`config.mk`:
```
export PLATFORM = sky130hd
export DESIGN_NAME = kfh_window
export DESIGN_NICKNAME = d
export VERILOG_FILES = /design/src/rtl/kfh_pkg.sv /design/src/rtl/kfh_window.sv
export SDC_FILE = /design/constraint.sdc
export NUM_CORES = 1
export LEC_CHECK = 0
export BUFFER_PORTS_ARGS = -buffer_cell sky130_fd_sc_hd__buf_2
export CAP_MARGIN = 5
export CELL_PAD_IN_SITES_DETAIL_PLACEMENT = 1
export CELL_PAD_IN_SITES_GLOBAL_PLACEMENT = 1
export CORE_ASPECT_RATIO = 0.7
export CORE_MARGIN = 4
export CORE_UTILIZATION = 39
export CTS_BUF_LIST = sky130_fd_sc_hd__clkbuf_8
export DETAILED_ROUTE_END_ITERATION = 8
export GPL_TIMING_DRIVEN = 0
export PLACE_DENSITY_LB_ADDON = 0.1
export REMOVE_ABC_BUFFERS = 1
export SYNTH_ARGS = -nofsm -noshare
export SYNTH_HDL_FRONTEND = slang
export SYNTH_SLANG_ARGS = --single-unit
```
`constraint.sdc`:
```
create_clock -name i_clk -period 1.7 [get_ports i_clk]
set_input_delay 0.34 -clock i_clk [delete_from_list [all_inputs] [get_ports i_clk]]
set_output_delay 0.34 -clock i_clk [all_outputs]
set_load 0.02 [all_outputs]
```
`src/rtl/kfh_pkg.sv`:
```
`timescale 1ns / 1ps
`default_nettype none

package kfh_pkg;

    // Length of one counted k-mer, in bases.
    localparam int KMER_LEN    = 4;
    // Width of one histogram bin.
    localparam int COUNT_WIDTH = 32;
    // Window index width, two bits per base, and the number of bins.
    localparam int WIN_BITS    = 2 * KMER_LEN;
    localparam int HIST_DEPTH  = 1 << WIN_BITS;
    // Width of the valid-run counter, which saturates at KMER_LEN.
    localparam int RUN_BITS    = $clog2(KMER_LEN + 1);

    // Item kinds carried on the input side.
    typedef enum logic [1:0] {
        FUNC_BASE  = 2'd0,
        FUNC_READ  = 2'd1,
        FUNC_CLEAR = 2'd2,
        FUNC_NOP   = 2'd3
    } t_func;

    // Window update request, applied at the edge where the item is accepted.
    typedef struct packed {
        logic       base;
        logic       clear;
        logic [7:0] symbol;
    } t_win_req;

    // Window state as it stands after the requested update.
    typedef struct packed {
        logic [WIN_BITS-1:0] window;
        logic                hit;
        logic                amb;
    } t_win_stat;

    // Maps a character to {valid, code}; A0 T1 C2 G3, either case.
    function automatic logic [2:0] base_code(input logic [7:0] ch);
        logic [2:0] res;
        case (ch)
            8'h41, 8'h61: res = 3'b100;
            8'h54, 8'h74: res = 3'b101;
            8'h43, 8'h63: res = 3'b110;
            8'h47, 8'h67: res = 3'b111;
            default:      res = 3'b000;
        endcase
        return res;
    endfunction

endpackage

`default_nettype wire

```
`src/rtl/kfh_window.sv`:
```
`timescale 1ns / 1ps
`default_nettype none

module kfh_window
    import kfh_pkg::*;
(
    input  wire logic      i_clk,
    input  wire logic      i_rst_n,
    input  wire t_win_req  i_req,
    output t_win_stat      o_next
);

    logic [WIN_BITS-1:0] r_window, n_window;
    logic [RUN_BITS-1:0] r_run, n_run;
    logic                r_amb, n_amb;
    logic [2:0]          s_code;
    logic                s_hit;

    assign s_code = base_code(i_req.symbol);

    // Next window, run count and sticky flag for the requested update.
    always_comb begin
        n_window = r_window;
        n_run    = r_run;
        n_amb    = r_amb;
        s_hit    = 1'b0;
        if (i_req.clear) begin
            n_window = '0;
            n_run    = '0;
            n_amb    = 1'b0;
        end else if (i_req.base) begin
            if (!s_code[2]) begin
                n_run = '0;
                n_amb = 1'b1;
            end else begin
                n_window = WIN_BITS'({r_window, s_code[1:0]});
                if (r_run < RUN_BITS'(KMER_LEN)) begin
                    n_run = r_run + RUN_BITS'(1);
                end
                s_hit = (n_run == RUN_BITS'(KMER_LEN));
            end
        end
    end

    // Window state registers.
    always_ff @(posedge i_clk) begin
        if (!i_rst_n) begin
            r_window <= '0;
            r_run    <= '0;
            r_amb    <= 1'b0;
        end else begin
            r_window <= n_window;
            r_run    <= n_run;
            r_amb    <= n_amb;
        end
    end

    assign o_next.window = n_window;
    assign o_next.hit    = s_hit;
    assign o_next.amb    = n_amb;

endmodule

`default_nettype wire

```
==> Word-level counts from Yosys, hierarchy flattened <==
Index checks and enable logic that the tools add are counted.
{ "word_totals": {"register_bits": 12, "out_inout_bits": 10} }
{ "classes": {"n_addsub": 1, "magnitude_cmp": 1, "eq_ne": 9, "muxes": 15, "bitwise_logic": 1, "reduce_logical": 5} }
{ "op_table": {"columns": ["op", "count"], "rows": [
  ["== test 8 x 7 -> 1 bit, second input constant", 8],
  ["2-to-1 mux 8 bit", 3],
  ["2-to-1 mux 3 bit", 5],
  ["one-hot mux 3 bit (4 select lines)", 1],
  ["OR reduction 2 bit", 5],
  ["2-to-1 mux 1 bit", 6],
  ["adder 3 x 1 -> 3 bit, second input constant", 1],
  ["== test 3 bit, second input constant", 1],
  ["less-than comparator 3 bit, second input constant", 1],
  ["NOT 1 bit", 1]
]} }

==> Logic depth before layout (Yosys ltp) <==
Gate-level depths: netlist (run 1).
{ "logic_depth": {"word_depth": 10, "ltp_mapped": 5, "ltp_nobuf": 4} }

==> Worst setup path before layout (run 1) <==
No wires, ideal clock.
{ "synth_timing": {"path_type": "input port to output port", "startpoint": "input port i_req[0] in the netlist's numbering", "endpoint": "output port o_next[2] in the netlist's numbering", "t_arrival_ps": 1380, "setup_slack_ps": -20, "path_stages": 4, "cell_sequence": "and2b_1 > mux2i_4 > nor2_4 > o21ai_0"} }
{ "synth_rtl": {"columns": ["item", "line_no", "rtl"], "rows": [
  ["start, declared", "kfh_window.sv:9", "input wire t_win_req i_req,"],
  ["end, declared", "kfh_window.sv:10", "output t_win_stat o_next"]
]} }

==> results.yml, run 1 <==
outcome:
  status: "finished, violations left"
  violations: "negative setup slack"
sta:
  maxSlewViolCount: 0
  clock.fmax_mhz: 501
  period_share_pct: 117
  tightest_slew_ns: 0.343
  setup_viol: 10
  finalHoldViolations: 0
  rsz0062_at_grt: "yes"
  period_needed_ns: 2.00
  setup_ws_ns: -0.295
  slew_headroom_pct: 77.2
  skew_ns: 0.000987
critical_path:
  reg2reg_slack_ns: 0.40
  r2r_start: "r_run[1]$_SDFFE_PP0P_"
  cp_data_arrival_time_ns: 1.66
  cp_max_fo: 2
  critPathLaunchType: "flip-flop"
  cp_slowest_cell: "dfxtp_4"
  required_ns: 1.36
  cpPeakStageDelay_ns: 0.36
  reg2reg_depth: 5
  worst-setup-path-type: "reg2out"
  cp-end-kind: "output port"
  r2r_end: "r_run[1]$_SDFFE_PP0P_"
  crit_path_cell_trace: "ha_4 > nor4bb_4 > nor2_1 > nor4_1 > buf_2"
clocking:
  clock_latency_ns: 0.24
  root_buffer: "clkbuf_8"
  cts.clk_slew.worst_paths_ns: 0.06
  clock-sinks: 12
  cts_made_buffers: 3
  ctsHtreeMaxLevel: 1
  cts.path.max_buffers: 2
  cts_tree: "built"
floorplanning:
  initial_core_util_pct: 41.7
  rows: 13
  die_h_um: 45.6
  core_sq_um: 1890
  dieArea_sq_um: 2810
  die_w_um: 61.7
  io_pins: 22
min_path:
  hold_class: "reg2reg"
  min_to: "r_amb$_SDFF_PN0_"
  min_path_cells: 2
  worstHoldStart: "r_amb$_SDFF_PN0_"
cells_and_area:
  ff_latch_area_sq_um: 248
  fin_nets: 135
  antenna_cells: 0
  post-route-util_pct: 64.4
  multiInputGateArea_sq_um: 587
  fillerInstances: 212
  area_growth_pct: 54.4
  layout-drive-gt1-share_pct: 50.4
synth:
  synth-edff-count: 0
  synth_ff_type: "dfxtp_1"
  synth_seq_cells: 12
  synth_common_cells: "a21oi_1 (12), dfxtp_1 (12), nand2b_1 (6), o21ai_0 (6)"
  synth_area_leaders: "dfxtp_1 (31%), a21oi_1 (7.6%), mux2i_1 (6.4%)"
  syn_area_sq_um: 787
  synth_warnings: 0
  syn_inst: 89
  synth_top_area_share_pct: 30.5
  avgSynthCellArea_sq_um: 8.84
  synthArstFlopShare_pct: 0
  synth.largest_area_cell: "dfxtp_1"
  seq_area_frac_synth_pct: 30.5
  synth.distinct_cells: 36
pwr:
  vdd.ir_drop.worst_uv: 563
  finalPower_w: 0.000739
  leakagePower_nw: 0.469
  power_density_nw_per_um2: 609
drt:
  via_per_inst: 5.78
  vias: 827
  drt_iter0_markers: 16
  dr.pass1.iters: 6
  wl_um: 2640
  wl_per_cell_um: 18.5
  ant_nets: 0
  drc: 0
global_routing:
  antenna_found_initial: 0
  grt_max_degree: 14
  grt_pass1_vias: 799
  grt_pass1_wl_um: 3770
  overflow: 0
  grtUsageTotal_pct: 18.8
place:
  post-place-ws_ns: -0.349
  gp_congestion: 0.688
  place_hpwl_um: 1550
  port_buffers: 20
flow_run:
  drv_cap: 0
through the flow:
stage / setup TNS [ns] / hold WS [ns] / cells / instance area, sq um
after global routing: -1.61 / 0.461 / 143 / 1210
final: -1.04 / 0.463 / 143 / 1210
after detailed placement: -2.29 / 0.454 / 125 / 882
after floorplan: -0.244 / 0.432 / 83 / 754
after global placement: -2.11 / 0.444 / 125 / 882
after CTS: -1.09 / 0.438 / 137 / 1070
report_power, final:
group          internal, W  switching (W)
combinational    0.0000691      0.0000661
sequential        0.000279    0.000000386
clock             0.000205       0.000119
placed cells by master (no fill, tap or decap), types with 2 or more instances in the layout:
cell,netlist,routed
a21oi_1,12,12
and2b_2,0,2
buf_12,0,2
buf_2,2,8
buf_4,2,17
buf_6,0,6
clkbuf_8,0,4
dfxtp_1,12,10
dfxtp_4,0,2
inv_1,2,2
mux2_2,2,2
mux2i_1,5,5
nand2_1,4,4
nand2b_1,6,6
nand3_1,5,5
nand4_1,4,4
nor3b_1,2,2
o21ai_2,0,4
worst max path at each step:
stage,startpoint,endpoint,depth (start not counted)
2_1_floorplan,r_run[0]$_SDFFE_PP0P_,o_next[1],4
3_3_place_gp,i_req[7],o_next[3],6
3_5_place_dp,i_req[7],o_next[3],6
4_1_cts,r_run[1]$_SDFFE_PP0P_,o_next[1],5
5_1_grt,r_run[1]$_SDFFE_PP0P_,o_next[1],5
6_report,r_run[1]$_SDFFE_PP0P_,o_next[1],5
flip-flops by register name, indices dropped and copies added (netlist names):
register  cells
r_amb         1
r_run         3
r_window      8
worst max-delay path: cells and delay by family (launching register included):
kind,cells,cell delay [ns]
simple gates,3,0.58
flops,1,0.36
buf+inv,1,0.22
fa+ha+maj,1,0.25
metal layers:
layer  global-route usage [%]  part of all wire (%)
met1                     23.0                    41
met2                     31.9                    52
met3                     6.23                   6.1
met4                     4.24                  0.68
met5                        0                     0
layout make-up:
type                            count  area share [%]
Timing Repair Buffer               34            23.9
Inverter                            2           0.618
Multi-Input combinational cell     69            48.3
Clock buffer                        4            4.53
Tap cell                           22            2.27
Sequential cell                    12            20.4
what timing repair did:
action / in CTS / in global routing
hold buffers: 0 / 0
endpoints found under the setup margin: 10 / 10
endpoints found under the hold margin: 0 / 0
buffers inserted: 8 / 6
pin swaps: 8 / 5
resized for setup: 26 / 17
kinds of logic after synthesis:
| kind of cell | Yosys count | synth area share, % |
|---|---|---|
| buf+inv | 8 | 5.09 |
| fa+ha+maj | 1 | 1.59 |
| compound gates | 21 | 14.1 |
| mux | 9 | 14.0 |
| flops | 12 | 30.5 |
| simple gates | 38 | 34.7 |
No activity file was read; power rests on OpenSTA's default activity.
==> run 2, diff against run 1 <==
--- a/config.mk
+++ b/config.mk
@@ -14,8 +14,9 @@
 export CORE_UTILIZATION = 39
 export CTS_BUF_LIST = sky130_fd_sc_hd__clkbuf_8
 export DETAILED_ROUTE_END_ITERATION = 8
+export GPL_ROUTABILITY_DRIVEN = 0
 export GPL_TIMING_DRIVEN = 0
-export PLACE_DENSITY_LB_ADDON = 0.1
+export PLACE_DENSITY = 0.88
 export REMOVE_ABC_BUFFERS = 1
 export SYNTH_ARGS = -nofsm -noshare
 export SYNTH_HDL_FRONTEND = slang
==> results.yml, run 2 (synthesis gave the netlist of run 1 again) <==
outcome:
  status: "finished, violations left"
  violations: "negative setup slack"
critical_path:
  worst-setup-path-type: "reg2out"
  cp_slowest_cell: "dfxtp_4"
  required_ns: 1.36
  cp-end-kind: "output port"
  critPathLaunchType: "flip-flop"
  crit_family: "simple AND/OR/NAND/NOR gates"
  r2r_start: "r_run[0]$_SDFFE_PP0P_"
  cp_max_fo: 2
  cpPeakStageDelay_ns: 0.36
  cp_data_arrival_time_ns: 1.68
  crit_path_start: "r_run[0]$_SDFFE_PP0P_"
  crit_path_cell_trace: "ha_4 > nor4bb_1 > nor2_1 > nor4_1 > buf_2"
  cp.buffers_inverters: 1
place:
  place_hpwl_um: 1410
  post-place-ws_ns: -0.365
  port_buffers: 20
sta:
  finalHoldViolations: 0
  skew_ns: 0.00541
  rsz0062_at_grt: "yes"
  slew_headroom_pct: 73.7
  tightest_slew_ns: 0.386
  period_share_pct: 119
  clock.fmax_mhz: 496
  period_needed_ns: 2.02
  setup_viol: 10
  maxSlewViolCount: 0
  setup_ws_ns: -0.317
cells_and_area:
  area_growth_pct: 70.6
  post-route-util_pct: 71.2
  fin_nets: 141
  multiInputGateArea_sq_um: 643
  layout_commonest_cell: "buf_4"
  reg.largest.list: "r_window: 8 flops, r_run: 3 flops, r_amb: 1 flops"
  antenna_cells: 0
  ff_latch_area_sq_um: 248
  mostFrequentLayoutCells: "buf_4 (20), buf_6 (11), dfxtp_1 (10), a21oi_1 (7), nand2b_1 (6)"
  regMostFlops: "r_window"
  fillerInstances: 187
  largest_reg_flops: 8
  layout-drive-gt1-share_pct: 59.8
floorplanning:
  initial_core_util_pct: 41.7
  dieArea_sq_um: 2810
  rows: 13
  core_sq_um: 1890
  die_w_um: 61.7
  io_pins: 22
  die_h_um: 45.6
drt:
  dr.pass1.iters: 4
  wl_um: 3580
  drc: 0
  drt_iter0_markers: 48
  via_per_inst: 6.11
  wl_per_cell_um: 24.0
  vias: 910
  ant_nets: 0
clocking:
  ctsHoldBuffers: 0
  cts_made_buffers: 3
  cts.path.max_buffers: 2
  cts_tree: "built"
  clock-sinks: 12
  ctsHtreeMaxLevel: 1
  root_buffer: "clkbuf_8"
  cts.clk_slew.worst_paths_ns: 0.06
  clock_latency_ns: 0.25
global_routing:
  antenna_found_initial: 0
  grt_pass1_vias: 850
  grt_max_degree: 14
  grtUsageTotal_pct: 22.7
  grt_pass1_wl_um: 4440
  overflow: 0
pwr:
  vdd.ir_drop.worst_uv: 667
  power_density_nw_per_um2: 566
  leakagePower_nw: 0.509
flow_run:
  drv_cap: 0
min_path:
  worstHoldStart: "i_req[9]"
  hold_class: "in2reg"
run 2: cell count changes in the layout (fill, tap and decap cells not counted), sizes merged:
cell / delta
buf: +5
clkbuf: +1
run 2: routing by layer:
layer	vias up	wire length, um	GRT usage (%)	share of wire, %
li1	397	-	-	-
met1	463	1480	27.6	41
met2	34	1750	41.1	49
met3	16	237	5.95	6.6
met4	0	114	2.54	3.2
met5	-	0	0	0
run 2: per-stage QoR:
stage,power [W],hold slack (ns),TNS (ns),area (sq um),std cells
detailed placement,0.000371,0.457,-2.11,882,125
finish,0.000760,0.458,-1.54,1340,149
CTS,0.000720,0.448,-0.819,1180,142
floorplan,0.000336,0.432,-0.244,754,83
global route,0.000784,0.474,-2.12,1340,149
global placement,0.000367,0.444,-1.97,882,125
run 2: what timing repair did:
action	in CTS	in global routing
pin swaps	17	12
setup endpoints to repair	10	10
gates resized for setup	44	26
endpoints found under the hold margin	0	0
setup buffers	13	7
run 2: worst paths after layout:
path                                          endpoint  slack, ns  cells after the start
worst min-delay path             r_run[1]$_SDFFE_PP0P_       0.46                      3
worst max-delay path                         o_next[1]      -0.32                      5
worst min register to register  r_window[4]$_SDFF_PN0_       0.53                      2
worst max register to register   r_run[0]$_SDFFE_PP0P_       0.50                      4
run 2: final cells by class:
type                            count  share of cell area, %
Multi-Input combinational cell     69                   47.9
Timing Repair Buffer               40                   26.9
Sequential cell                    12                   18.5
Clock buffer                        4                   4.10
Tap cell                           22                   2.05
Inverter                            2                  0.559
run 2: where the power goes:
part           switching (W)  leakage (nW)  total, W  internal (W)
clock network       0.000119        0.0288  0.000324      0.000205
registers        0.000000659        0.0984  0.000280      0.000280
logic              0.0000775         0.381  0.000155     0.0000779
total               0.000197         0.509  0.000760      0.000563
run 2: tightest hold or removal path: stages:
cell	delay, ns
clkbuf_4	0.17
nand4_1	0.09
a21oi_1	0.07
